[config.mk]
export PLATFORM = sky130hd
export DESIGN_NAME = thumbnail_decimate_yuv_to_rgb_flat
export DESIGN_NICKNAME = d
export VERILOG_FILES = /design/src/design/tdyr_pkg.sv /design/src/design/tdyr_if.sv /design/src/design/thumbnail_decimate_yuv_to_rgb.sv /design/src/design/tdyr_front.sv /design/src/design/tdyr_fifo.sv /design/src/design/tdyr_back.sv /design/src/flat_wrapper.sv
export SDC_FILE = /design/constraint.sdc
export NUM_CORES = 1
export LEC_CHECK = 0
export ABC_AREA = 1
export ABC_CLOCK_PERIOD_IN_PS = 6700
export BUFFER_PORTS_ARGS = -buffer_cell sky130_fd_sc_hd__buf_2
export CORE_MARGIN = 2
export CORE_UTILIZATION = 40
export CTS_CLUSTER_DIAMETER = 40
export CTS_CLUSTER_SIZE = 8
export DETAILED_ROUTE_END_ITERATION = 16
export PLACE_DENSITY_LB_ADDON = 0.2
export SYNTH_ARGS = -nofsm -noshare
export SYNTH_HDL_FRONTEND = slang
export SYNTH_HIERARCHICAL = 1
export SYNTH_SLANG_ARGS = --single-unit
export TNS_END_PERCENT = 1
[constraint.sdc]
create_clock -name clk_i -period 6.7 [get_ports clk_i]
set_clock_uncertainty 0.05 [all_clocks]
set_input_delay 0.335 -clock clk_i [delete_from_list [all_inputs] [get_ports clk_i]]
set_output_delay 0.335 -clock clk_i [all_outputs]
set_load 0.005 [all_outputs]
[src/design/tdyr_pkg.sv]
package tdyr_pkg;

  localparam int MAX_DIM = 4096;
  localparam int DIM_W = 13;
  localparam int CNT_W = 12;
  localparam int PIX_W = 8;
  localparam int COEF_FRAC_BITS = 16;

  localparam int COEF_W = 18;
  localparam int PROD_W = 26;
  localparam int ACC_W = 27;

  localparam int CFG_DATA_W = 32;
  localparam int CFG_ADDR_W = 5;

  localparam int FIFO_DEPTH = 4;
  localparam int FIFO_PTR_W = 2;

  localparam longint COEF_ONE = longint'(1) << COEF_FRAC_BITS;
  localparam longint K_RED_L = (1402 * COEF_ONE + 500) / 1000;
  localparam longint K_GREEN_B_L = (34414 * COEF_ONE + 50000) / 100000;
  localparam longint K_GREEN_R_L = (71414 * COEF_ONE + 50000) / 100000;
  localparam longint K_BLUE_L = (1772 * COEF_ONE + 500) / 1000;

  localparam logic signed [COEF_W-1:0] K_RED = COEF_W'(K_RED_L);
  localparam logic signed [COEF_W-1:0] K_GREEN_B = COEF_W'(K_GREEN_B_L);
  localparam logic signed [COEF_W-1:0] K_GREEN_R = COEF_W'(K_GREEN_R_L);
  localparam logic signed [COEF_W-1:0] K_BLUE = COEF_W'(K_BLUE_L);

  localparam logic [DIM_W-1:0] RST_SRC_WIDTH = DIM_W'(640);
  localparam logic [DIM_W-1:0] RST_COL_STEP = DIM_W'(1);
  localparam logic [DIM_W-1:0] RST_ROW_STEP = DIM_W'(1);
  localparam logic [DIM_W-1:0] RST_THUMB_WIDTH = DIM_W'(60);
  localparam logic [DIM_W-1:0] RST_THUMB_HEIGHT = DIM_W'(40);

  typedef enum logic [2:0] {
    REG_SRC_WIDTH    = 3'd0,
    REG_COL_STEP     = 3'd1,
    REG_ROW_STEP     = 3'd2,
    REG_THUMB_WIDTH  = 3'd3,
    REG_THUMB_HEIGHT = 3'd4
  } tdyr_reg_e;

  typedef struct packed {
    logic [DIM_W-1:0] src_width;
    logic [DIM_W-1:0] col_step;
    logic [DIM_W-1:0] row_step;
    logic [DIM_W-1:0] thumb_width;
    logic [DIM_W-1:0] thumb_height;
  } tdyr_cfg_t;

  // One kept pixel on its way to the color converter.
  typedef struct packed {
    logic [PIX_W-1:0] luma;
    logic [PIX_W-1:0] chroma_blue;
    logic [PIX_W-1:0] chroma_red;
    logic             last_pixel;
  } tdyr_job_t;

  function automatic logic [DIM_W-1:0] effective(input logic [DIM_W-1:0] v);
    logic [DIM_W-1:0] r;
    r = v;
    if (v == '0) r = DIM_W'(1);
    else if (v > DIM_W'(MAX_DIM)) r = DIM_W'(MAX_DIM);
    return r;
  endfunction

  // Negative sums go to zero; otherwise drop the fraction and saturate.
  function automatic logic [PIX_W-1:0] to_byte(input logic signed [ACC_W-1:0] acc);
    logic [PIX_W-1:0] r;
    if (acc[ACC_W-1]) r = '0;
    else if (acc[ACC_W-2:COEF_FRAC_BITS+PIX_W] != '0) r = '1;
    else r = acc[COEF_FRAC_BITS+PIX_W-1:COEF_FRAC_BITS];
    return r;
  endfunction

endpackage

[src/design/tdyr_if.sv]
interface tdyr_pix_if;
  logic                        valid;
  logic                        ready;
  logic                        frame_start;
  logic [tdyr_pkg::PIX_W-1:0]  luma;
  logic [tdyr_pkg::PIX_W-1:0]  chroma_blue;
  logic [tdyr_pkg::PIX_W-1:0]  chroma_red;

  modport source (output valid, frame_start, luma, chroma_blue, chroma_red, input ready);
  modport sink (input valid, frame_start, luma, chroma_blue, chroma_red, output ready);
endinterface

interface tdyr_rgb_if;
  logic                        valid;
  logic                        ready;
  logic [tdyr_pkg::PIX_W-1:0]  red;
  logic [tdyr_pkg::PIX_W-1:0]  green;
  logic [tdyr_pkg::PIX_W-1:0]  blue;
  logic                        last_pixel;

  modport source (output valid, red, green, blue, last_pixel, input ready);
  modport sink (input valid, red, green, blue, last_pixel, output ready);
endinterface

[src/design/thumbnail_decimate_yuv_to_rgb.sv]
// Thumbnail decimator with full-range BT.601 YCbCr to RGB conversion.
// pix_in takes one source pixel per item in raster order: luma, the chroma
// pair of its 2x2 block and a frame-start flag. rgb_out gives one item per
// kept pixel, with last_pixel set on the bottom-right pixel of the thumbnail.
// Source pixels that are dropped produce no item.
// Throughput is one source pixel per cycle unless the queue is full; the front
// classifies each pixel in the cycle it is accepted, and the converter is a
// two-stage pipeline. A kept pixel accepted on pix_in is written into the
// queue, then passes through the product and output registers to rgb_out.
// When rgb_out stalls, the converter holds and a four-entry queue between
// the counters and the converter absorbs kept pixels; pix_in.ready falls only
// when that queue is full.
// Registers sit on an APB port at byte addresses 0, 4, 8, 12 and 16:
// src_width, col_step, row_step, thumb_width, thumb_height. Zero acts as one
// and values above 4096 as 4096. Change them only while the block is idle.
// Reset clears all counters, empties the queue and pipeline and loads the
// registers with 640, 1, 1, 60 and 40.
module thumbnail_decimate_yuv_to_rgb (
  input  logic                              clk_i,
  input  logic                              rst_ni,
  tdyr_pix_if.sink                          pix_in,
  tdyr_rgb_if.source                        rgb_out,
  input  logic                              psel,
  input  logic                              penable,
  input  logic                              pwrite,
  input  logic [tdyr_pkg::CFG_ADDR_W-1:0]   paddr,
  input  logic [tdyr_pkg::CFG_DATA_W-1:0]   pwdata,
  output logic [tdyr_pkg::CFG_DATA_W-1:0]   prdata,
  output logic                              pready
);

  tdyr_pkg::tdyr_cfg_t cfg_q;
  tdyr_pkg::tdyr_job_t push_job, head_job;
  tdyr_pkg::tdyr_reg_e reg_sel;
  logic                push, full, head_valid, pop;
  logic [tdyr_pkg::DIM_W-1:0] wval, rval;

  assign pready = 1'b1;
  assign reg_sel = tdyr_pkg::tdyr_reg_e'(paddr[tdyr_pkg::CFG_ADDR_W-1:2]);
  assign wval = pwdata[tdyr_pkg::DIM_W-1:0];

  always_ff @(posedge clk_i or negedge rst_ni) begin
    if (!rst_ni) begin
      cfg_q.src_width <= tdyr_pkg::RST_SRC_WIDTH;
      cfg_q.col_step <= tdyr_pkg::RST_COL_STEP;
      cfg_q.row_step <= tdyr_pkg::RST_ROW_STEP;
      cfg_q.thumb_width <= tdyr_pkg::RST_THUMB_WIDTH;
      cfg_q.thumb_height <= tdyr_pkg::RST_THUMB_HEIGHT;
    end else if (psel && penable && pwrite) begin
      case (reg_sel)
        tdyr_pkg::REG_SRC_WIDTH: cfg_q.src_width <= wval;
        tdyr_pkg::REG_COL_STEP: cfg_q.col_step <= wval;
        tdyr_pkg::REG_ROW_STEP: cfg_q.row_step <= wval;
        tdyr_pkg::REG_THUMB_WIDTH: cfg_q.thumb_width <= wval;
        tdyr_pkg::REG_THUMB_HEIGHT: cfg_q.thumb_height <= wval;
        default: ;
      endcase
    end
  end

  always_comb begin
    case (reg_sel)
      tdyr_pkg::REG_SRC_WIDTH: rval = cfg_q.src_width;
      tdyr_pkg::REG_COL_STEP: rval = cfg_q.col_step;
      tdyr_pkg::REG_ROW_STEP: rval = cfg_q.row_step;
      tdyr_pkg::REG_THUMB_WIDTH: rval = cfg_q.thumb_width;
      tdyr_pkg::REG_THUMB_HEIGHT: rval = cfg_q.thumb_height;
      default: rval = '0;
    endcase
    prdata = tdyr_pkg::CFG_DATA_W'(rval);
  end

  tdyr_front u_front (
    .clk_i  (clk_i),
    .rst_ni (rst_ni),
    .cfg_i  (cfg_q),
    .pix_in (pix_in),
    .full_i (full),
    .push_o (push),
    .job_o  (push_job)
  );

  tdyr_fifo u_fifo (
    .clk_i       (clk_i),
    .rst_ni      (rst_ni),
    .push_i      (push),
    .push_data_i (push_job),
    .full_o      (full),
    .pop_i       (pop),
    .valid_o     (head_valid),
    .head_o      (head_job)
  );

  tdyr_back u_back (
    .clk_i   (clk_i),
    .rst_ni  (rst_ni),
    .valid_i (head_valid),
    .job_i   (head_job),
    .pop_o   (pop),
    .rgb_out (rgb_out)
  );

endmodule

[src/design/tdyr_front.sv]
module tdyr_front (
  input  logic                clk_i,
  input  logic                rst_ni,
  input  tdyr_pkg::tdyr_cfg_t cfg_i,
  tdyr_pix_if.sink            pix_in,
  input  logic                full_i,
  output logic                push_o,
  output tdyr_pkg::tdyr_job_t job_o
);

  logic [tdyr_pkg::CNT_W-1:0] scol_q, scol_d, cphase_q, cphase_d, rphase_q, rphase_d;
  logic [tdyr_pkg::DIM_W-1:0] ocol_q, ocol_d, orow_q, orow_d;

  logic [tdyr_pkg::DIM_W-1:0] sw, cs, rs, tw, th;
  logic [tdyr_pkg::CNT_W-1:0] scol0, cphase0, rphase0, scol1, cphase1, rphase1;
  logic [tdyr_pkg::DIM_W-1:0] ocol0, orow0, ocol1;
  logic [tdyr_pkg::DIM_W-1:0] scol_inc, cphase_inc, rphase_inc;
  logic                       accept, row_kept, keep;

  assign sw = tdyr_pkg::effective(cfg_i.src_width);
  assign cs = tdyr_pkg::effective(cfg_i.col_step);
  assign rs = tdyr_pkg::effective(cfg_i.row_step);
  assign tw = tdyr_pkg::effective(cfg_i.thumb_width);
  assign th = tdyr_pkg::effective(cfg_i.thumb_height);

  assign pix_in.ready = !full_i;
  assign accept = pix_in.valid && !full_i;

  always_comb begin
    if (pix_in.frame_start) begin
      scol0 = '0;
      cphase0 = '0;
      rphase0 = '0;
      ocol0 = '0;
      orow0 = '0;
    end else begin
      scol0 = scol_q;
      cphase0 = cphase_q;
      rphase0 = rphase_q;
      ocol0 = ocol_q;
      orow0 = orow_q;
    end

    // Pull the counters back into range in case the registers shrank.
    if ({1'b0, scol0} >= sw) scol1 = tdyr_pkg::CNT_W'(sw - 1'b1);
    else scol1 = scol0;
    if ({1'b0, cphase0} >= cs) cphase1 = '0;
    else cphase1 = cphase0;
    if ({1'b0, rphase0} >= rs) rphase1 = '0;
    else rphase1 = rphase0;

    row_kept = (rphase1 == '0) && (orow0 < th);
    keep = row_kept && (cphase1 == '0) && (ocol0 < tw);
    ocol1 = keep ? ocol0 + 1'b1 : ocol0;

    scol_inc = {1'b0, scol1} + 1'b1;
    cphase_inc = {1'b0, cphase1} + 1'b1;
    rphase_inc = {1'b0, rphase1} + 1'b1;

    if (scol_inc >= sw) begin
      scol_d = '0;
      cphase_d = '0;
      ocol_d = '0;
      orow_d = (row_kept && ocol1 != '0) ? orow0 + 1'b1 : orow0;
      rphase_d = (rphase_inc >= rs) ? '0 : rphase_inc[tdyr_pkg::CNT_W-1:0];
    end else begin
      scol_d = scol_inc[tdyr_pkg::CNT_W-1:0];
      cphase_d = (cphase_inc >= cs) ? '0 : cphase_inc[tdyr_pkg::CNT_W-1:0];
      ocol_d = ocol1;
      orow_d = orow0;
      rphase_d = rphase1;
    end
  end

  assign push_o = accept && keep;
  assign job_o.luma = pix_in.luma;
  assign job_o.chroma_blue = pix_in.chroma_blue;
  assign job_o.chroma_red = pix_in.chroma_red;
  assign job_o.last_pixel = (ocol0 == tw - 1'b1) && (orow0 == th - 1'b1);

  always_ff @(posedge clk_i or negedge rst_ni) begin
    if (!rst_ni) begin
      scol_q <= '0;
      cphase_q <= '0;
      rphase_q <= '0;
      ocol_q <= '0;
      orow_q <= '0;
    end else if (accept) begin
      scol_q <= scol_d;
      cphase_q <= cphase_d;
      rphase_q <= rphase_d;
      ocol_q <= ocol_d;
      orow_q <= orow_d;
    end
  end

endmodule

[src/design/tdyr_fifo.sv]
module tdyr_fifo (
  input  logic                clk_i,
  input  logic                rst_ni,
  input  logic                push_i,
  input  tdyr_pkg::tdyr_job_t push_data_i,
  output logic                full_o,
  input  logic                pop_i,
  output logic                valid_o,
  output tdyr_pkg::tdyr_job_t head_o
);

  tdyr_pkg::tdyr_job_t             slot_q [tdyr_pkg::FIFO_DEPTH];
  logic [tdyr_pkg::FIFO_PTR_W-1:0] wr_q, wr_d, rd_q, rd_d;
  logic [tdyr_pkg::FIFO_PTR_W:0]   cnt_q, cnt_d;
  logic                            do_push, do_pop;

  assign full_o = (cnt_q == (tdyr_pkg::FIFO_PTR_W+1)'(tdyr_pkg::FIFO_DEPTH));
  assign valid_o = (cnt_q != '0);
  assign head_o = slot_q[rd_q];
  assign do_push = push_i && !full_o;
  assign do_pop = pop_i && valid_o;

  always_comb begin
    wr_d = do_push ? wr_q + 1'b1 : wr_q;
    rd_d = do_pop ? rd_q + 1'b1 : rd_q;
    cnt_d = cnt_q;
    if (do_push && !do_pop) cnt_d = cnt_q + 1'b1;
    else if (do_pop && !do_push) cnt_d = cnt_q - 1'b1;
  end

  always_ff @(posedge clk_i) begin
    if (do_push) slot_q[wr_q] <= push_data_i;
  end

  always_ff @(posedge clk_i or negedge rst_ni) begin
    if (!rst_ni) begin
      wr_q <= '0;
      rd_q <= '0;
      cnt_q <= '0;
    end else begin
      wr_q <= wr_d;
      rd_q <= rd_d;
      cnt_q <= cnt_d;
    end
  end

endmodule

[src/design/tdyr_back.sv]
module tdyr_back (
  input  logic                clk_i,
  input  logic                rst_ni,
  input  logic                valid_i,
  input  tdyr_pkg::tdyr_job_t job_i,
  output logic                pop_o,
  tdyr_rgb_if.source          rgb_out
);

  logic                                   adv;
  logic                                   s1_v_q, out_v_q;
  logic signed [tdyr_pkg::PIX_W-1:0]      db, dr;
  logic signed [tdyr_pkg::PROD_W-1:0]     p_r_q, p_gb_q, p_gr_q, p_b_q;
  logic [tdyr_pkg::PIX_W-1:0]             y_q;
  logic                                   last_q;
  logic signed [tdyr_pkg::ACC_W-1:0]      base, acc_r, acc_g, acc_b;
  logic [tdyr_pkg::PIX_W-1:0]             red_q, green_q, blue_q;
  logic                                   out_last_q;

  // The pipeline moves whenever the output register is empty or being taken.
  assign adv = !out_v_q || rgb_out.ready;
  assign pop_o = adv && valid_i;

  // Flipping the top bit of an unsigned sample gives sample - 128.
  assign db = $signed({~job_i.chroma_blue[tdyr_pkg::PIX_W-1],
                       job_i.chroma_blue[tdyr_pkg::PIX_W-2:0]});
  assign dr = $signed({~job_i.chroma_red[tdyr_pkg::PIX_W-1],
                       job_i.chroma_red[tdyr_pkg::PIX_W-2:0]});

  always_ff @(posedge clk_i) begin
    if (adv) begin
      p_r_q <= tdyr_pkg::PROD_W'(dr) * tdyr_pkg::K_RED;
      p_gb_q <= tdyr_pkg::PROD_W'(db) * tdyr_pkg::K_GREEN_B;
      p_gr_q <= tdyr_pkg::PROD_W'(dr) * tdyr_pkg::K_GREEN_R;
      p_b_q <= tdyr_pkg::PROD_W'(db) * tdyr_pkg::K_BLUE;
      y_q <= job_i.luma;
      last_q <= job_i.last_pixel;
    end
  end

  always_comb begin
    base = $signed({{(tdyr_pkg::ACC_W-tdyr_pkg::PIX_W-tdyr_pkg::COEF_FRAC_BITS){1'b0}},
                    y_q, {tdyr_pkg::COEF_FRAC_BITS{1'b0}}});
    acc_r = base + tdyr_pkg::ACC_W'(p_r_q);
    acc_g = base - tdyr_pkg::ACC_W'(p_gb_q) - tdyr_pkg::ACC_W'(p_gr_q);
    acc_b = base + tdyr_pkg::ACC_W'(p_b_q);
  end

  always_ff @(posedge clk_i) begin
    if (adv) begin
      red_q <= tdyr_pkg::to_byte(acc_r);
      green_q <= tdyr_pkg::to_byte(acc_g);
      blue_q <= tdyr_pkg::to_byte(acc_b);
      out_last_q <= last_q;
    end
  end

  always_ff @(posedge clk_i or negedge rst_ni) begin
    if (!rst_ni) begin
      s1_v_q <= 1'b0;
      out_v_q <= 1'b0;
    end else if (adv) begin
      s1_v_q <= valid_i;
      out_v_q <= s1_v_q;
    end
  end

  assign rgb_out.valid = out_v_q;
  assign rgb_out.red = red_q;
  assign rgb_out.green = green_q;
  assign rgb_out.blue = blue_q;
  assign rgb_out.last_pixel = out_last_q;

endmodule

[src/flat_wrapper.sv]
// flat-port wrapper written by rule: the top's interface ports become plain ports
module thumbnail_decimate_yuv_to_rgb_flat 
  (clk_i, rst_ni, psel, penable, pwrite, paddr, pwdata, prdata, pready, pix_in_valid, pix_in_frame_start, pix_in_luma, pix_in_chroma_blue, pix_in_chroma_red, pix_in_ready, rgb_out_valid, rgb_out_red, rgb_out_green, rgb_out_blue, rgb_out_last_pixel, rgb_out_ready);
  tdyr_pix_if pix_in_i ();
  tdyr_rgb_if rgb_out_i ();
  input  logic clk_i;
  input  logic rst_ni;
  input  logic psel;
  input  logic penable;
  input  logic pwrite;
  input  logic [tdyr_pkg::CFG_ADDR_W-1:0] paddr;
  input  logic [tdyr_pkg::CFG_DATA_W-1:0] pwdata;
  output logic [tdyr_pkg::CFG_DATA_W-1:0] prdata;
  output logic pready;
  input wire logic [$bits(pix_in_i.valid)-1:0] pix_in_valid;
  input wire logic [$bits(pix_in_i.frame_start)-1:0] pix_in_frame_start;
  input wire logic [$bits(pix_in_i.luma)-1:0] pix_in_luma;
  input wire logic [$bits(pix_in_i.chroma_blue)-1:0] pix_in_chroma_blue;
  input wire logic [$bits(pix_in_i.chroma_red)-1:0] pix_in_chroma_red;
  output wire logic [$bits(pix_in_i.ready)-1:0] pix_in_ready;
  output wire logic [$bits(rgb_out_i.valid)-1:0] rgb_out_valid;
  output wire logic [$bits(rgb_out_i.red)-1:0] rgb_out_red;
  output wire logic [$bits(rgb_out_i.green)-1:0] rgb_out_green;
  output wire logic [$bits(rgb_out_i.blue)-1:0] rgb_out_blue;
  output wire logic [$bits(rgb_out_i.last_pixel)-1:0] rgb_out_last_pixel;
  input wire logic [$bits(rgb_out_i.ready)-1:0] rgb_out_ready;
  assign pix_in_i.valid = pix_in_valid;
  assign pix_in_i.frame_start = pix_in_frame_start;
  assign pix_in_i.luma = pix_in_luma;
  assign pix_in_i.chroma_blue = pix_in_chroma_blue;
  assign pix_in_i.chroma_red = pix_in_chroma_red;
  assign pix_in_ready = pix_in_i.ready;
  assign rgb_out_valid = rgb_out_i.valid;
  assign rgb_out_red = rgb_out_i.red;
  assign rgb_out_green = rgb_out_i.green;
  assign rgb_out_blue = rgb_out_i.blue;
  assign rgb_out_last_pixel = rgb_out_i.last_pixel;
  assign rgb_out_i.ready = rgb_out_ready;
  thumbnail_decimate_yuv_to_rgb u_core (.clk_i(clk_i), .rst_ni(rst_ni), .pix_in(pix_in_i), .rgb_out(rgb_out_i), .psel(psel), .penable(penable), .pwrite(pwrite), .paddr(paddr), .pwdata(pwdata), .prdata(prdata), .pready(pready));
endmodule
Yosys cells after proc, flatten, opt, wreduce, memory -nomap -nowiden
Memory sizes are Yosys's and may differ from the RTL's. Index checks and enable logic that the tools add are counted.

Add/subtract/negate cells: 16. $mul: 4. $lt $le $gt $ge: 13. Equal/unequal tests: 7. Mux-type cells: 35. Bitwise operators: 2. Reduce and logical (&&, ||, !) cells: 38.

Operator list (number): 13-bit two-way mux (16); 12-bit two-way mux (11); 13-bit > comparator (second input constant) (5); 13-bit logical NOT (5); 13-bit case mux with 5 select lines (1); 25-bit by 26-bit adder with 27-bit output (2); 12-bit by 1-bit adder with 13-bit output (second input constant) (3); 12-bit by 13-bit greater-or-equal comparator with 1-bit output (3); 13-bit greater-or-equal comparator (3); 26-bit by 25-bit subtractor with 27-bit output (1); 13-bit by 1-bit adder with 13-bit output (second input constant) (2); 13-bit == test (2); 13-bit less-than comparator (2); 8-bit by 18-bit multiplier with 26-bit output (second input constant) (1); 13-bit by 1-bit subtractor with 13-bit output (second input constant) (2); 25-bit by 24-bit subtractor with 26-bit output (1); 8-bit by 17-bit multiplier with 25-bit output (second input constant) (1); 12-bit logical NOT (2); 8-bit by 16-bit multiplier with 24-bit output (second input constant) (1); 8-bit two-way mux (3); 8-bit by 15-bit multiplier with 23-bit output (second input constant) (1); 1-bit logical AND (14); 13-bit nonzero test (1); 12-bit by 1-bit subtractor with 12-bit output (second input constant) (1); other kinds (15) (31).

Register bits after elaboration: 268. Memory bits (writable): 100. Bits of input ports: 69. Output and inout port bits: 60. Word-level logic and storage cells: 141. Memories: 1.

Memory list: u_core.u_fifo.slot_q (depth 4, width 25, read ports 1, clocked after Yosys merged registers in 0, write ports 1, RTL line tdyr_fifo.sv:12) `tdyr_pkg::tdyr_job_t slot_q [tdyr_pkg::FIFO_DEPTH];`.

Depth between registers and ports, before layout
Gate-level depths: netlist of run 1.

Word-level depth: 15. Gate-level depth with buffers: 39. Mapped depth without buffers: 38.

Hierarchy
The synthesis of run 1 kept the hierarchy.

By module, submodules not included: tdyr_back (instances 1, cells an instance 1727, area each 13894.6 sq um, seq. area each 3083.0 sq um); tdyr_front (instances 1, cells an instance 1384, area each 8759.7 sq um, seq. area each 1551.5 sq um); tdyr_fifo (instances 1, cells an instance 352, area each 4463.0 sq um, seq. area each 3178.0 sq um); thumbnail_decimate_yuv_to_rgb (instances 1, cells an instance 445, area each 3447.1 sq um, seq. area each 1639.1 sq um).

Worst setup path before layout of run 1
OpenSTA, ideal clock, no wires.

Path type: input-to-reg. Start point: input port pix_in_frame_start. End point: register u_core/u_front/cphase_q[0] (netlist bit). Data arrival time: 5.320 ns. Slack: 1.247 ns. Cell stages on the path: 30. Path buffers: 5. Path through: buf_2 -> buf_2 -> buf_2 -> buf_2 -> buf_1 -> nor2_1 -> ha_1 -> a21oi_1 -> o31ai_1 -> a21oi_1 -> nand3_1 -> o21ai_0 -> ha_1 -> nand2_1 -> nor2_1 -> nand3_1 -> nor3_2 -> nand2_1 -> and2_1 -> ha_1 -> a21oi_1 -> o21ai_0 -> nand2_1 -> o211a_1 -> nand3_1 -> nor2_2 -> clkinv_1 -> nor2_1 -> inv_2 -> o21ai_0.

Longest elaborated chain between the ends: 7. Elaborated cells between the ends (all ways): 12. Classes of those cells: add/sub (2); order compare (4); mux (6).

Ends and longest elaborated chain: start, declared (RTL line flat_wrapper.sv:16) `input wire logic [$bits(pix_in_i.frame_start)-1:0] pix_in_frame_start;`; 12-bit two-way mux (RTL line tdyr_front.sv:30) `if (pix_in.frame_start) begin`; 12-bit by 13-bit greater-or-equal comparator with 1-bit output (RTL line tdyr_front.sv:47) `if ({1'b0, cphase0} >= cs) cphase1 = '0;`; 12-bit two-way mux (RTL line tdyr_front.sv:47); 12-bit by 1-bit adder with 13-bit output (RTL line tdyr_front.sv:57) `cphase_inc = {1'b0, cphase1} + 1'b1;`; 13-bit greater-or-equal comparator (RTL line tdyr_front.sv:68) `cphase_d = (cphase_inc >= cs) ? '0 : cphase_inc[tdyr_pkg::CNT_W-1:0];`; 12-bit two-way mux (RTL line tdyr_front.sv:68); 12-bit two-way mux (*) (RTL line tdyr_front.sv:60) `if (scol_inc >= sw) begin`; end signal, assigned (RTL line tdyr_front.sv:90) `cphase_q <= cphase_d;`; end, declared (RTL line tdyr_front.sv:11) `logic [tdyr_pkg::CNT_W-1:0] scol_q, scol_d, cphase_q, cphase_d, rphase_q, rphase_d;`.

Every way passes the cells marked *; elsewhere a longest branch is shown, timed or not. A chain may end at the register's enable or synchronous reset.

Worst setup path after layout of run 1
Start point: register u_core/cfg_q[55] (netlist bit). End point: register u_core/u_front/rphase_q[10] (netlist bit).

Longest elaborated chain between the ends: 8. Elaborated cells between the ends (all ways): 10. Classes of those cells: add/sub (2); order compare (3); mux (4); reduce/logical (1).

Ends and longest elaborated chain: start, declared (RTL line thumbnail_decimate_yuv_to_rgb.sv:32) `tdyr_pkg::tdyr_cfg_t cfg_q;`; 13-bit > comparator (RTL line tdyr_pkg.sv:64) `else if (v > DIM_W'(MAX_DIM)) r = DIM_W'(MAX_DIM);`; 13-bit two-way mux (RTL line tdyr_pkg.sv:64); 13-bit two-way mux (*) (RTL line tdyr_pkg.sv:63) `if (v == '0) r = DIM_W'(1);`; 12-bit by 1-bit subtractor with 12-bit output / 12-bit by 13-bit greater-or-equal comparator with 1-bit output (equally long branches) (RTL line tdyr_front.sv:45) `if ({1'b0, scol0} >= sw) scol1 = tdyr_pkg::CNT_W'(sw - 1'b1);`; 12-bit two-way mux (RTL line tdyr_front.sv:45); 12-bit by 1-bit adder with 13-bit output (RTL line tdyr_front.sv:56) `scol_inc = {1'b0, scol1} + 1'b1;`; 13-bit greater-or-equal comparator (*) (RTL line tdyr_front.sv:60); 12-bit two-way mux (*) (RTL line tdyr_front.sv:60); end signal, assigned (RTL line tdyr_front.sv:91) `rphase_q <= rphase_d;`; end, declared (RTL line tdyr_front.sv:11).

Marks and branches as above.

==> impl_metrics.csv, run 1 <==
group,metric,value,unit
status,status,"finished, final reports clean",
sta,final_max_slew_viol_count,0,
grt,grt-ovfl-total,0,
drt,wl_per_cell,16.1,um
worst_hold_path,hp-class,"input port to register",
drt,vias_per_cell,4.99,
drt,ant_nets,0,
yosys,ys_warn_count,6,
worst_hold_path,min_path_cells,4,
yosys,ys.flop_type,"edfxtp_1",
yosys,syn_inst,3908,
worst_setup_path,r2r-end,"u_core/u_front/rphase_q[10]$_DFFE_PN0P_",
worst_setup_path,start_kind,"register",
flow_run,max_cap_viol_count,0,
clock_network,postCtsSetupBuffers,0,
clock_network,tritoncts,"built",
worst_setup_path,critPathMostFrequentCell,"nand2_1",
yosys,yosys.area.top_type_share,19.7,%
worst_setup_path,r2r_cells,33,
floorplan,ioPinCount,129,
sta,rsz0062_at_grt,"false",
grt,grt_pass1_vias,24979,
worst_setup_path,critical-path-slowest-cell,"nor2_1",
yosys,yosysSeqAreaShare,30.9,%
placement,dp.final_hpwl,63600,um
floorplan,design.core.area,75800,sq um
finish,nets,4561,
worst_setup_path,crit_fanout,12,
clock_network,h-tree-depth,3,
floorplan,start_util,40.3,%
clock_network,cts_buffers,71,
clock_network,clockRootBuffer,"clkbuf_16",
worst_setup_path,cp.arrival,6.49,ns
sta,setup_violations,0,
grt,grt_pass1_wl,132000,um
worst_setup_path,cp.required,7.17,ns
yosys,yosysMostFrequentCell,"nand2_1",
yosys,synth_edf_count,201,
drt,wirelength,81700,um
sta,timing.setup.tns,0,ns
sta,fmax,166,MHz
sta,max_slew_margin,31.8,%
grt,antenna_found_initial,4,
worst_setup_path,crit_start,"u_core/cfg_q[55]$_DFFE_PN0P_",
yosys,synth_area_per_cell,7.82,sq um
worst_setup_path,critPathKind,"register to register",
grt,grt_max_degree,83,
worst_setup_path,r2r_slack,0.69,ns
worst_setup_path,r2r-start,"u_core/cfg_q[55]$_DFFE_PN0P_",
yosys,synth_area,30600,sq um
finish,drive_gt1_share,8.05,%
yosys,synthArstFlopShare,40.4,%
placement,io_buffer_count,87,
clock_network,worstSkewPairLatency,0.62,ns
clock_network,cts.clk_slew.worst_paths,0.05,ns
sta,min_period,6.01,ns
placement,gp_congestion,0.909,
drt,drc_errors,0,
sta,hold_viol,0,
grt,grt_usage,21.1,%
finish,area_growth,13.4,%
drt,vias,25263,
yosys,ys_ff_latch,337,
drt,drt_first_pass_iters,5,
clock_network,clock_sink_count,337,
worst_setup_path,cp-endpoint,"u_core/u_front/rphase_q[10]$_DFFE_PN0P_",
yosys,synthTopCellsByCount,"956 x nand2_1, 709 x inv_1, 363 x ha_1",
worst_setup_path,end_kind,"register",
clock_network,clk_path_buf_depth,3,
yosys,yosysTopAreaCell,"edfxtp_1",
floorplan,num_rows,101,
yosys,yosys-top-cells-area,"edfxtp_1 20%, ha_1 15%, nand2_1 12%",
sta,worst_slew_pin_slew,1.02,ns
yosys,yosysUniqueCellTypes,66,
drt,drtIter0Drc,1502,
worst_setup_path,crit_path_max_incr_delay,0.52,ns
floorplan,die-area,78600,sq um
sta,finalCritPeriodShare,89.8,%
floorplan,die_width,280,um
floorplan,die-height,280,um
-- through the flow --
stage / setup slack (ns) / area [sq um] / utilization, % / hold WS, ns / std cells
3_3_place_gp: 0.298 / 31700 / 41.8 / 0.358 / 4894
4_1_cts: 0.209 / 34600 / 45.7 / 0.159 / 5064
6_report: 0.686 / 34700 / 45.7 / 0.189 / 5065
5_1_grt: 0.0632 / 34700 / 45.7 / 0.227 / 5064
3_5_place_dp: 0.222 / 31700 / 41.8 / 0.378 / 4894
2_1_floorplan: 1.25 / 30600 / - / -0.0106 / 3926
-- layer usage --
layer / routed length [um] / GRT usage, % / vias up
li1: - / - / 12871
met1: 38500 / 28.8 / 11701
met2: 37500 / 34.8 / 569
met3: 3990 / 3.45 / 114
met4: 1620 / 5.58 / 8
met5: 59 / 0 / -
-- layout make-up --
type                            count  area, sq um
Fill cell                        7552        41200
Multi-Input combinational cell   2746        17700
Sequential cell                   337         9450
Inverter                          720         2710
Clock buffer                       93         1930
Tap cell                          978         1220
Timing Repair Buffer              151         1040
Clock inverter                     39          622
Antenna cell                        1         2.50
-- cells by family (layout without fill, tap and decap cells) --
logic type      after synthesis  count (layout)  synth area share (%)
buf+inv                     843            1003                  11.6
fa+ha+maj                   465             465                  21.5
compound gates              469             469                  9.12
simple gates               1669            1669                  23.3
xor+xnor                    123             123                  3.52
other cells                   2              21                0.0246
flops                       337             337                  30.9
-- cells in the final DEF, fill, tap and decap left out, types with 20 or more instances in the layout --
| cell type | count |
|---|---|
| a21oi_1 | 140 |
| buf_2 | 86 |
| buf_4 | 24 |
| clkbuf_16 | 72 |
| conb_1 | 20 |
| dfrtp_1 | 126 |
| dlygate4sd3_1 | 38 |
| edfxtp_1 | 201 |
| fa_1 | 102 |
| ha_1 | 363 |
| inv_1 | 706 |
| nand2_1 | 955 |
| nand3_1 | 195 |
| nand4_1 | 79 |
| nor2_1 | 309 |
| nor3_1 | 39 |
| o211ai_1 | 51 |
| o21ai_0 | 144 |
| o22ai_1 | 30 |
| xnor2_1 | 37 |
| xor2_1 | 86 |
-- what timing repair did --
action | in CTS | in global routing
hold buffers | 38 | 0
resized for setup | 0 | 6
hold endpoints to repair | 209 | 0
setup endpoints to repair | 0 | 62
-- state kept, by name (all words and copies together) (netlist names), 3 cells and up --
signal,cells
u_core/u_fifo/slot_q,100
u_core/cfg_q,65
u_core/u_back/p_gb_q,21
u_core/u_back/p_gr_q,17
u_core/u_back/p_r_q,17
u_core/u_front/ocol_q,13
u_core/u_front/orow_q,13
u_core/u_back/p_b_q,12
u_core/u_front/cphase_q,12
u_core/u_front/rphase_q,12
u_core/u_front/scol_q,12
u_core/u_back/rgb_out.blue,8
u_core/u_back/rgb_out.green,8
u_core/u_back/rgb_out.red,8
u_core/u_back/y_q,8
u_core/u_fifo/cnt_q,3
-- critical path: cells and delay by family, from the launching register on --
kind | cells | cell delay (ns)
AO/OA/AOI/OAI | 4 | 0.54
buffers and inverters | 3 | 0.44
AND/OR/NAND/NOR | 23 | 3.62
adder cells (fa/ha/maj) | 3 | 0.82
flip-flops | 1 | 0.44
-- worst min path at each step --
stage / from / endpoint / slack [ns]
global route: rgb_out_ready / u_core/u_back/rgb_out.valid$_DFFE_PN0N_ / 0.23
floorplan: rst_ni / u_core/cfg_q[0]$_DFFE_PN0P_ / -0.01
detailed placement: u_core/u_back/last_q$_DFFE_PN_ / u_core/u_back/rgb_out.last_pixel$_DFFE_PN_ / 0.38
finish: rgb_out_ready / u_core/u_back/rgb_out.valid$_DFFE_PN0N_ / 0.19
global placement: u_core/u_back/last_q$_DFFE_PN_ / u_core/u_back/rgb_out.last_pixel$_DFFE_PN_ / 0.36
CTS: rgb_out_ready / u_core/u_back/rgb_out.valid$_DFFE_PN0N_ / 0.16
Power of run 1 is not shown: default switching activity piles up to over one toggle a cycle in this logic, so the estimate is an artifact.
==> inputs of run 2 (changes only) <==
- BUFFER_PORTS_ARGS: -buffer_cell sky130_fd_sc_hd__buf_2 -> unset
- DONT_BUFFER_PORTS: unset -> 1
- REMOVE_ABC_BUFFERS: unset -> 1
==> run 2 against run 1 <==
Design area down 1.9%. Via count is 1.9% lower. Register-to-register slack improved by 0.11 ns. Sequential share of layout area increased by 0.54 points. First-iteration DRC count grew 0.87%. Count of clock-buffer cells in the layout shrank 4. Critical endpoint is now u_core/u_front/rphase_q[3]$_DFFE_PN0P_. Flip-flop and latch count unchanged. Global-route usage fell by 0.48 points.
==> impl_metrics.csv, run 2 (synthesized netlist as in run 1, its figures left out) <==
group,metric,value,unit
status,status,"finished, final reports clean",
floorplan,ioPinCount,129,
grt,grt_max_degree,137,
drt,drc_errors,0,
worst_setup_path,critPathKind,"register to register",
drt,ant_nets,0,
grt,grt_usage,20.6,%
sta,hold_slack,0.0492,ns
clock_network,cts_buffers,69,
worst_setup_path,r2r_slack,0.80,ns
placement,gp_congestion,0.879,
placement,dp.final_hpwl,61100,um
finish,final_common_cell,"nand2_1",
grt,grt_pass1_wl,129000,um
floorplan,start_util,40.3,%
clock_network,clk_path_buf_depth,3,
worst_setup_path,r2r-start,"u_core/cfg_q[63]$_DFFE_PN0P_",
drt,vias,24773,
sta,finalCritPeriodShare,88.1,%
worst_setup_path,critical-path-slowest-cell,"dfrtp_1",
finish,area_growth,11.2,%
worst_setup_path,end_kind,"register",
sta,fmax,170,MHz
finish,largest_reg_flops,100,
worst_setup_path,cp.arrival,6.36,ns
sta,timing.setup.tns,0,ns
sta,hold_viol,0,
finish,nets,4482,
clock_network,worstSkewPairLatency,0.62,ns
grt,grt_pass1_vias,24102,
clock_network,h-tree-depth,3,
sta,max_slew_margin,47.3,%
drt,wirelength,80100,um
flow_run,max_cap_viol_count,0,
grt,antenna_found_initial,2,
worst_setup_path,crit_fanout,12,
sta,final_max_slew_viol_count,0,
clock_network,postCtsSetupBuffers,0,
sta,min_period,5.90,ns
floorplan,die-area,78600,sq um
placement,place_ws,0.646,ns
floorplan,die-height,280,um
worst_setup_path,cp.required,7.16,ns
clock_network,clock_sink_count,337,
worst_setup_path,crit_start,"u_core/cfg_q[63]$_DFFE_PN0P_",
placement,dp_cells,4808,
sta,setup_violations,0,
clock_network,tritoncts,"built",
clock_network,clockRootBuffer,"clkbuf_16",
worst_setup_path,crit_path_max_incr_delay,0.40,ns
finish,largest-register,"u_core/u_fifo/slot_q",
clock_network,cts.clk_slew.worst_paths,0.05,ns
worst_hold_path,hp-class,"input port to register",
grt,grt-ovfl-total,0,
finish,final_cell_mix,"955 x nand2_1, 706 x inv_1, 363 x ha_1",
floorplan,die_width,280,um
worst_hold_path,hp-start,"paddr[4]",
worst_setup_path,r2r-end,"u_core/u_front/rphase_q[3]$_DFFE_PN0P_",
sta,setup_ws,0.800,ns
sta,rsz0062_at_grt,"false",
floorplan,num_rows,101,
placement,io_buffer_count,0,
sta,worst_slew_pin_slew,0.791,ns
worst_setup_path,start_kind,"register",
drt,drt_first_pass_iters,6,
finish,drive_gt1_share,5.78,%
finish,fin_cells,4975,
drt,vias_per_cell,4.98,
worst_setup_path,critPathMostFrequentCell,"nand2_1",
floorplan,design.core.area,75800,sq um
drt,drtIter0Drc,1515,
drt,wl_per_cell,16.1,um
worst_setup_path,cp-endpoint,"u_core/u_front/rphase_q[3]$_DFFE_PN0P_",
worst_setup_path,r2r_cells,30,
finish,num_antenna_cells,0,
finish,reg_top3,"u_core/u_fifo/slot_q x100, u_core/cfg_q x65, u_core/u_back/p_gb_q x21",
[run 2: cell count changes in the layout (fill, tap and decap cells not counted), moves of 2 or more]
cell           previous run  this run
buf_12                    2         0
buf_4                    24        27
buf_2                    86         0
clkbuf_1                 16        13
clkbuf_8                  5         7
clkbuf_16                72        69
bufinv_16                12         3
inv_16                    0         2
dlygate4sd3_1            38        46
clkinv_1                  5         8
[run 2: layer usage]
metal	vias to the layer above	global-route usage, %	part of all wire [%]
met4	4	5.21	2.1
met1	11401	28.5	48
li1	12718	-	-
met2	533	33.9	45
met5	-	0	0.034
met3	117	3.03	4.5
[run 2: critical path, delay by kind of cell (launching register included)]
family	cells	cell delay (ns)
adders and majority gates	3	0.87
DFF	1	0.40
and+or+nand+nor	18	3.02
buffers and inverters	4	0.72
AOI/OAI and AO/OA	5	0.73
[run 2: layout make-up]
| cell class | instances | area (sq um) |
|---|---|---|
| Clock buffer | 89 | 1870 |
| Inverter | 720 | 2710 |
| Tap cell | 978 | 1220 |
| Clock inverter | 31 | 365 |
| Fill cell | 7628 | 41800 |
| Timing Repair Buffer | 74 | 691 |
| Multi-Input combinational cell | 2746 | 17700 |
| Sequential cell | 337 | 9450 |
[run 2: how the worst min path moves through the flow]
stage,to,slack (ns),cells past startpoint
floorplan,u_core/cfg_q[0]$_DFFE_PN0P_,-0.01,0
global route,u_core/cfg_q[41]$_DFFE_PN0P_,0.05,4
global placement,u_core/u_front/scol_q[2]$_DFFE_PN0P_,-0.007,0
finish,u_core/cfg_q[41]$_DFFE_PN0P_,0.05,4
detailed placement,u_core/u_front/scol_q[2]$_DFFE_PN0P_,-0.007,0
CTS,u_core/cfg_q[41]$_DFFE_PN0P_,0.01,4
[run 2: stage by stage]
step           area, sq um  utilization (%)
6_report             34000             44.8
5_1_grt              34000             44.8
4_1_cts              34000             44.8
3_5_place_dp         31200             41.2
3_3_place_gp         31200             41.2
2_1_floorplan        29800                -
[run 2: what timing repair did]
item	in CTS	in global routing
resized for setup	0	4
hold buffers	47	0
hold endpoints to repair	298	0
endpoints found under the setup margin	0	24
Power of run 2 is left out for the same reason.
==> inputs of run 3 (changes only) <==
- MAX_ROUTING_LAYER: unset -> met4
==> run 3 against run 2 <==
Fmax down 0.96%. Flip-flop and latch count unchanged. Critical path type unchanged. First-iteration DRC count up 15%. Hold slack worse by 0.0076 ns. Critical path depth up 2. Highest routed layer is now met4. Register-to-register slack worse by 0.06 ns. Critical endpoint is now u_core/u_front/orow_q[10]$_DFFE_PN0P_. Non-clock buffer count down 4.
==> impl_metrics.csv, run 3 (synthesized netlist as in run 1, its figures left out) <==
group,metric,value,unit
status,status,"finished, final reports clean",
grt,antenna_found_initial,2,
sta,finalCritPeriodShare,88.9,%
worst_setup_path,crit_fanout,12,
drt,wl_per_cell,16.1,um
floorplan,num_rows,101,
sta,worst_slew_pin_slew,0.793,ns
clock_network,clock_sink_count,337,
sta,fmax,168,MHz
finish,fin_cells,4973,
grt,grt_usage,21.2,%
finish,largest_reg_flops,100,
clock_network,tritoncts,"built",
drt,drtIter0Drc,1735,
sta,min_period,5.96,ns
finish,drive_gt1_share,5.94,%
worst_setup_path,cp.required,7.14,ns
finish,final_cell_mix,"955 x nand2_1, 706 x inv_1, 363 x ha_1",
placement,io_buffer_count,0,
placement,dp_cells,4807,
worst_setup_path,start_kind,"register",
grt,grt_max_degree,137,
flow_run,max_cap_viol_count,0,
floorplan,design.core.area,75800,sq um
placement,dp.final_hpwl,61200,um
clock_network,cts.clk_slew.worst_paths,0.05,ns
sta,setup_ws,0.743,ns
finish,area_growth,11.6,%
drt,wirelength,80000,um
worst_setup_path,critPathMostFrequentCell,"nand2_1",
drt,vias,24884,
drt,ant_nets,0,
sta,final_max_slew_viol_count,0,
drt,drt_first_pass_iters,6,
clock_network,cts_buffers,70,
placement,place_ws,0.467,ns
worst_setup_path,critical-path-slowest-cell,"dfrtp_1",
floorplan,die-area,78600,sq um
grt,grt-ovfl-total,0,
clock_network,clockRootBuffer,"clkbuf_16",
placement,placed_area,31300,sq um
grt,grt_pass1_vias,23912,
sta,rsz0062_at_grt,"false",
clock_network,clk_path_buf_depth,3,
drt,drc_errors,0,
finish,nets,4479,
floorplan,die_width,280,um
floorplan,ioPinCount,129,
floorplan,die-height,280,um
worst_setup_path,end_kind,"register",
placement,gp_congestion,0.895,
drt,vias_per_cell,5.00,
finish,largest-register,"u_core/u_fifo/slot_q",
sta,hold_viol,0,
worst_setup_path,crit_path_max_incr_delay,0.41,ns
sta,timing.setup.tns,0,ns
finish,final_cell_area,34100,sq um
worst_setup_path,critPathKind,"register to register",
grt,grt_pass1_wl,129000,um
worst_hold_path,hp-class,"input port to register",
clock_network,h-tree-depth,3,
finish,final_common_cell,"nand2_1",
floorplan,start_util,40.3,%
finish,reg_top3,"u_core/u_fifo/slot_q x100, u_core/cfg_q x65, u_core/u_back/p_gb_q x21",
sta,setup_violations,0,
clock_network,worstSkewPairLatency,0.61,ns
worst_setup_path,cp.arrival,6.40,ns
sta,max_slew_margin,47.1,%
[run 3: changes by cell type in the layout (fill, tap and decap cells not counted), sizes merged]
cell | previous run | this run
clkinvlp | 3 | 1
diode | 0 | 2
inv | 720 | 721
clkbuf | 89 | 83
bufinv | 3 | 11
dlygate4sd3 | 46 | 42
clkinv | 25 | 24
[run 3: layout make-up]
cell class | count | area [sq um]
fill | 7640 | 41700
multi-input combinational | 2746 | 17700
sequential | 337 | 9450
inverter | 720 | 2710
clock buffer | 83 | 1850
tap | 978 | 1220
timing repair buffer | 70 | 663
clock inverter | 37 | 537
antenna | 2 | 5.00
[run 3: what timing repair did]
action / in CTS / in global routing
hold buffers: 43 / 0
endpoints found under the setup margin: 0 / 53
endpoints found under the hold margin: 298 / 0
buffers inserted: 0 / 1
resized for setup: 0 / 4
[run 3: stage by stage]
stage / util [%] / hold WS, ns
5_1_grt: 45.0 / 0.0686
3_5_place_dp: 41.2 / -0.00628
4_1_cts: 45.0 / 0.00569
3_3_place_gp: 41.2 / -0.00643
2_1_floorplan: - / -0.0106
6_report: 45.0 / 0.0416
[run 3: final timing paths]
| path | start | to | slack (ns) | depth (start not counted) |
|---|---|---|---|---|
| setup / recovery | u_core/cfg_q[63]$_DFFE_PN0P_ | u_core/u_front/orow_q[10]$_DFFE_PN0P_ | 0.74 | 32 |
| hold / removal | paddr[4] | u_core/cfg_q[41]$_DFFE_PN0P_ | 0.04 | 4 |
| setup reg to reg | u_core/cfg_q[63]$_DFFE_PN0P_ | u_core/u_front/orow_q[10]$_DFFE_PN0P_ | 0.74 | 32 |
| hold reg to reg | u_core/u_back/last_q$_DFFE_PN_ | u_core/u_back/rgb_out.last_pixel$_DFFE_PN_ | 0.39 | 0 |
| max in group asynchronous | rst_ni | u_core/u_front/rphase_q[6]$_DFFE_PN0P_ | 5.67 | 2 |
| min in group asynchronous | rst_ni | u_core/u_front/scol_q[2]$_DFFE_PN0P_ | 0.27 | 2 |
[run 3: layer usage]
| layer | GRT usage, % | wire [um] |
|---|---|---|
| met3 | 2.84 | 3640 |
| met4 | 5.22 | 1630 |
| met5 | - | 0 |
| met1 | 28.7 | 38300 |
| met2 | 33.6 | 36500 |
[run 3: worst max-delay path: cells and delay by family (launching register included)]
family                   cells  cell delay (ns)
AO/OA/AOI/OAI                5             0.77
adder cells (fa/ha/maj)      3             0.85
buffers and inverters        4             0.47
flip-flops                   1             0.41
AND/OR/NAND/NOR             20             3.27
Power of run 3 is left out for the same reason.
